<file path="src/sv/lmps_ram.sv">
// Generic simple dual-port RAM: one write port, one read port with
// registered read data. No dependencies.
module lmps_ram #(
  parameter int WIDTH = 8,
  parameter int DEPTH = 256,
  localparam int AW = (DEPTH > 1) ? $clog2(DEPTH) : 1
) (
  input  logic             clk_i,
  input  logic             we_i,
  input  logic [AW-1:0]    waddr_i,
  input  logic [WIDTH-1:0] wdata_i,
  input  logic [AW-1:0]    raddr_i,
  output logic [WIDTH-1:0] rdata_o
);

  logic [WIDTH-1:0] mem_q [DEPTH];
  logic [WIDTH-1:0] rdata_q;

  always_ff @(posedge clk_i) begin
    if (we_i) begin
      mem_q[waddr_i] <= wdata_i;
    end
    rdata_q <= mem_q[raddr_i];
  end

  assign rdata_o = rdata_q;

endmodule

</file>
<file path="config.mk">
export PLATFORM = sky130hd
export DESIGN_NAME = lmps_ram
export DESIGN_NICKNAME = d
export VERILOG_FILES = /design/src/sv/lmps_ram.sv
export SDC_FILE = /design/constraint.sdc
export NUM_CORES = 2
export LEC_CHECK = 0
export BUFFER_PORTS_ARGS = -buffer_cell sky130_fd_sc_hd__buf_2
export CAP_MARGIN = 15
export CORE_MARGIN = 2
export CORE_UTILIZATION = 53
export DETAILED_ROUTE_END_ITERATION = 12
export GPL_ROUTABILITY_DRIVEN = 0
export PLACE_DENSITY_LB_ADDON = 0.08
export SLEW_MARGIN = 10
export SYNTH_ARGS = -nofsm -noshare
export SYNTH_HDL_FRONTEND = slang
export SYNTH_SLANG_ARGS = --single-unit
</file>
<file path="constraint.sdc">
create_clock -name clk_i -period 3.41 [get_ports clk_i]
set_input_delay 1.023 -clock clk_i [delete_from_list [all_inputs] [get_ports clk_i]]
set_output_delay 1.023 -clock clk_i [all_outputs]
set_load 0.01 [all_outputs]
</file>
# After elaboration in Yosys (flattened, before gate mapping)
# Memories as Yosys holds them, arrays and structs flattened. A register that Yosys moved wholly into a read port is not among the register bits.
# Cells that the tools add are included.
[word_totals]
reg_bits = 0
mem_bits_rw = 2048
in_bits = 26
output_inout_bits = 8
word_cells = 3
mem_count = 1
[op_classes]
n_mux = 2
[memory_table]
columns = ["name", "depth", "word_bits", "read_ports", "rd_ports_with_merged_regs", "wr", "line_no", "rtl"]
rows = [
  ["mem_q", 256, 8, 1, 1, 1, "16", "logic [WIDTH-1:0] mem_q [DEPTH];"],
]
[ops]
columns = ["cell", "count"]
rows = [
  ["2-to-1 mux 1 bit", 2],
]

# Longest topological paths before layout
[depth]
depth_word = 2
mapped_depth = 11
ltp_nobuf = 6

# Worst setup path after synthesis
# OpenSTA, ideal clock, no wires.
[synth_timing]
path_kind = "in2reg"
from = "in raddr_i[0]"
to = "reg rdata_q[2] (netlist: rdata_o[2]) (read register of mem_q)"
t_arrival_ps = 2830
required_time_ps = 3279
setup_slack_ps = 449
cell_stages = 9
path_buffers = 4
cell_sequence = "buf_6 buf_12 buf_8 buf_2 mux4_2 a22oi_1 a21oi_1 nor4_1 nor4_2"
[synth_lines]
columns = ["element", "line_no", "rtl"]
rows = [
  ["start, declared", "12", "input logic [AW-1:0] raddr_i,"],
  ["end, declared", "17", "logic [WIDTH-1:0] rdata_q;"],
]

==> impl_results.md <==
* Distinct cells, synth at 55
* Post-route ant nets at 0
* Global route hottest layer: met2
* Reported leakage power at 30.1 nW
* Worst slew margin at 0.385
* Worst slew pin tran at 915 ps
* Count of port buffers added during placement at 33
* Number of fillers in the final layout at 10300
* Synth warnings at 0
* Mapped Cells at 3733
* Synthesized cell area at 79600 um2
* DRT iter0 DRCs at 4581
* Die area at 153000 um2
* Initial Util at 0.532
* Net Count, Synth at 3759
* Pwr dens at 569 nW/um2
* Max Fclk at 0.304 GHz
* TritonCTS clock tree: yes
* Largest net degree at the start of global routing at 109
* Clock tree root buffer cell: clkbuf_16
* Crit Path Class: in -> reg
* RSZ-0062 raised after global routing: no
* Worst-Skew Late Latency at 830 ps
* Die X at 391 um
* Area growth from synthesis to layout at 17.1%
* Maximum capacitance violations at 0
* Critical Path End Type: flop
* Vias post-DR at 40600
* Clock transition at path regs at 60 ps
* FF+latch count, synth at 2056
* Number of buffers created by CTS at 206
* Clock Sink Count at 2056
* Final period util at 0.966
* Share of the synthesized area in the top cell type at 0.773
* Final-report hold violation count at 0
* Final cell count without fillers at 6540
* Number of global-route vias before repair at 41800
* Crit path buf inv count at 5
* M2 GR Usage at 0.434
* DRC at 0
* Post-synth EDFFs at 2048
* CP Cell Sequence: buf_8 -> buf_12 -> buf_12 -> buf_4 -> mux2i_1 -> o221ai_1 -> o211ai_1 -> a21oi_1 -> nor4_1 -> buf_4 -> nor4_1
* First-pass GRT wire length at 293000 um
* Final Slew Violations at 0
* Row count at 142
* Largest stage delay, worst path at 490 ps
* Initial antenna violation count at 11
* Setup slack, reg-to-reg at 690 ps
* IO Pins at 34
* Core area at 149000 um2
* Drt wl/cell at 30.9 um
* Vias per cell at 6.21
* H-tree depth at 4
* Primary FF master, synth: edfxtp_1
* Async S/R FF share, synth at 0
* Seq/Total Area, Yosys at 0.775
* Total GRT Usage at 0.269
* Setup bufs post-CTS at 0
* DP Wirelength at 132000 um
* Yosys top cell by area: edfxtp_1
* Syn Area/Cell at 21.3 um2
* Setup WS pre-CTS at -889 ps
* Crit-path max FO at 22
* Critical path's slowest cell: nor4_1
* Drt first pass iters at 5
* Ranking of synthesized cells by area: edfxtp_1 (77%), mux4_2 (13%), mux2i_1 (1.7%)
* Arrival time worst endpoint at 3960 ps
* Worst path required time at 4070 ps
* Setup Skew at 28.4 ps
* Most common cell in the synthesized netlist: edfxtp_1
* Crit path time final at 3290 ps
* Grt met3 use at 0.0464
* Status: completed
* Placed Cells at 6153
* CP Launch Type: input pin
* Longest Clk Path Bufs at 3
* Peak supply drop at 0.622 mV
* Final nets at 4371
* Final setup fails at 0
* Hold Crit Class: in -> reg
* GRT Residual Overflow at 0
* Hold Slack at 678 ps
* Critical path's top delay family: buffers and inverters
* Total Routed Length at 202000 um
* Final worst setup slack at 117 ps
* Final Util at 0.623
* Commonest cells post-synth: edfxtp_1 (2048), mux4_2 (454), nor2_1 (282)
* Share of cells above drive strength 1 at 0.314
* Met1 usage at 0.378
* Height of the die at 391 um
==> cell usage in the layout, fill, tap and decap left out, types with 6 or more instances in the layout <==
cell type,instances
clkinv_1,56
nand2_1,33
a22oi_1,133
buf_4,531
clkbuf_1,27
a211oi_1,14
nor2_1,279
dfxtp_1,8
clkbuf_16,209
bufinv_16,22
a21oi_1,96
nand4_1,10
o221ai_1,46
o211ai_1,10
clkinv_8,6
nor3_1,20
a221oi_1,13
nor4_1,21
nand2b_1,8
a22o_1,8
clkinvlp_4,13
mux2i_1,134
o21ai_0,10
o22ai_1,28
mux4_2,454
nor4_2,6
buf_12,75
inv_6,6
clkinv_2,38
nor2b_1,28
edfxtp_1,2048
and2_1,6
clkbuf_8,8
buf_2,21
nand3_1,34
==> area by class of cell <==
class                      count  area [um2]  area share
antenna                        5        12.5    0.000134
clock buffer                 236        5330      0.0572
clock inverter               146        1370      0.0147
inverter                       2        7.51   0.0000806
multi-input combinational   1442       16500       0.177
sequential                  2056       61700       0.662
tap                         2016        2520      0.0271
timing repair buffer         637        5730      0.0615
==> logic make-up after synthesis <==
family,after synthesis,synth area share
AOI/OAI and AO/OA,385,0.0342
buffers and inverters,235,0.0183
muxes,591,0.146
and+or+nand+nor,466,0.0263
DFF,2056,0.775
==> per-layer routing <==
layer,up-vias,share of wire
met2,1791,0.49
met3,316,0.080
met1,21600,0.40
li1,17000,-
met5,-,0.00027
met4,8,0.028
==> state kept, by name, summed over array words and instances (netlist names) <==
| name | cells |
|---|---|
| mem_q | 2048 |
| rdata_o | 8 |
==> path summary, 6_finish.rpt <==
path | startpoint | end | cells after the start
worst min register to register | mem_q[6][6]$_DFFE_PP_ | rdata_o[6]$_DFF_P_ | 7
worst max register to register | mem_q[163][7]$_DFFE_PP_ | rdata_o[7]$_DFF_P_ | 9
worst max-delay path | raddr_i[0] | rdata_o[7]$_DFF_P_ | 11
worst min-delay path | wdata_i[2] | mem_q[87][2]$_DFFE_PP_ | 1
==> power by group <==
group	switching (mW)	internal [mW]	leakage [nW]	total [mW]
combinational	1.72	1.11	8.37	2.82
clock	9.42	12.9	3.25	22.3
sequential	0.0472	27.9	18.5	27.9
total	11.2	41.8	30.1	53.0
==> per-stage QoR <==
| stage | TNS [ps] | area (um2) | power, mW |
|---|---|---|---|
| floorplan | 0 | 79600 | 29.8 |
| global placement | -6580 | 86400 | 31.2 |
| detailed placement | -5530 | 86400 | 31.3 |
| CTS | 0 | 93100 | 53.4 |
| global route | 0 | 93100 | 54.5 |
| finish | 0 | 93100 | 53.0 |
==> timing repair <==
| item | 4_1_cts | 5_1_grt |
|---|---|---|
| endpoints found under the setup margin | 2 | 0 |
| endpoints found under the hold margin | 0 | 0 |
| gates resized for setup | 2 | 0 |
| hold buffers | 0 | 0 |
(Power assumes the default switching activity.)
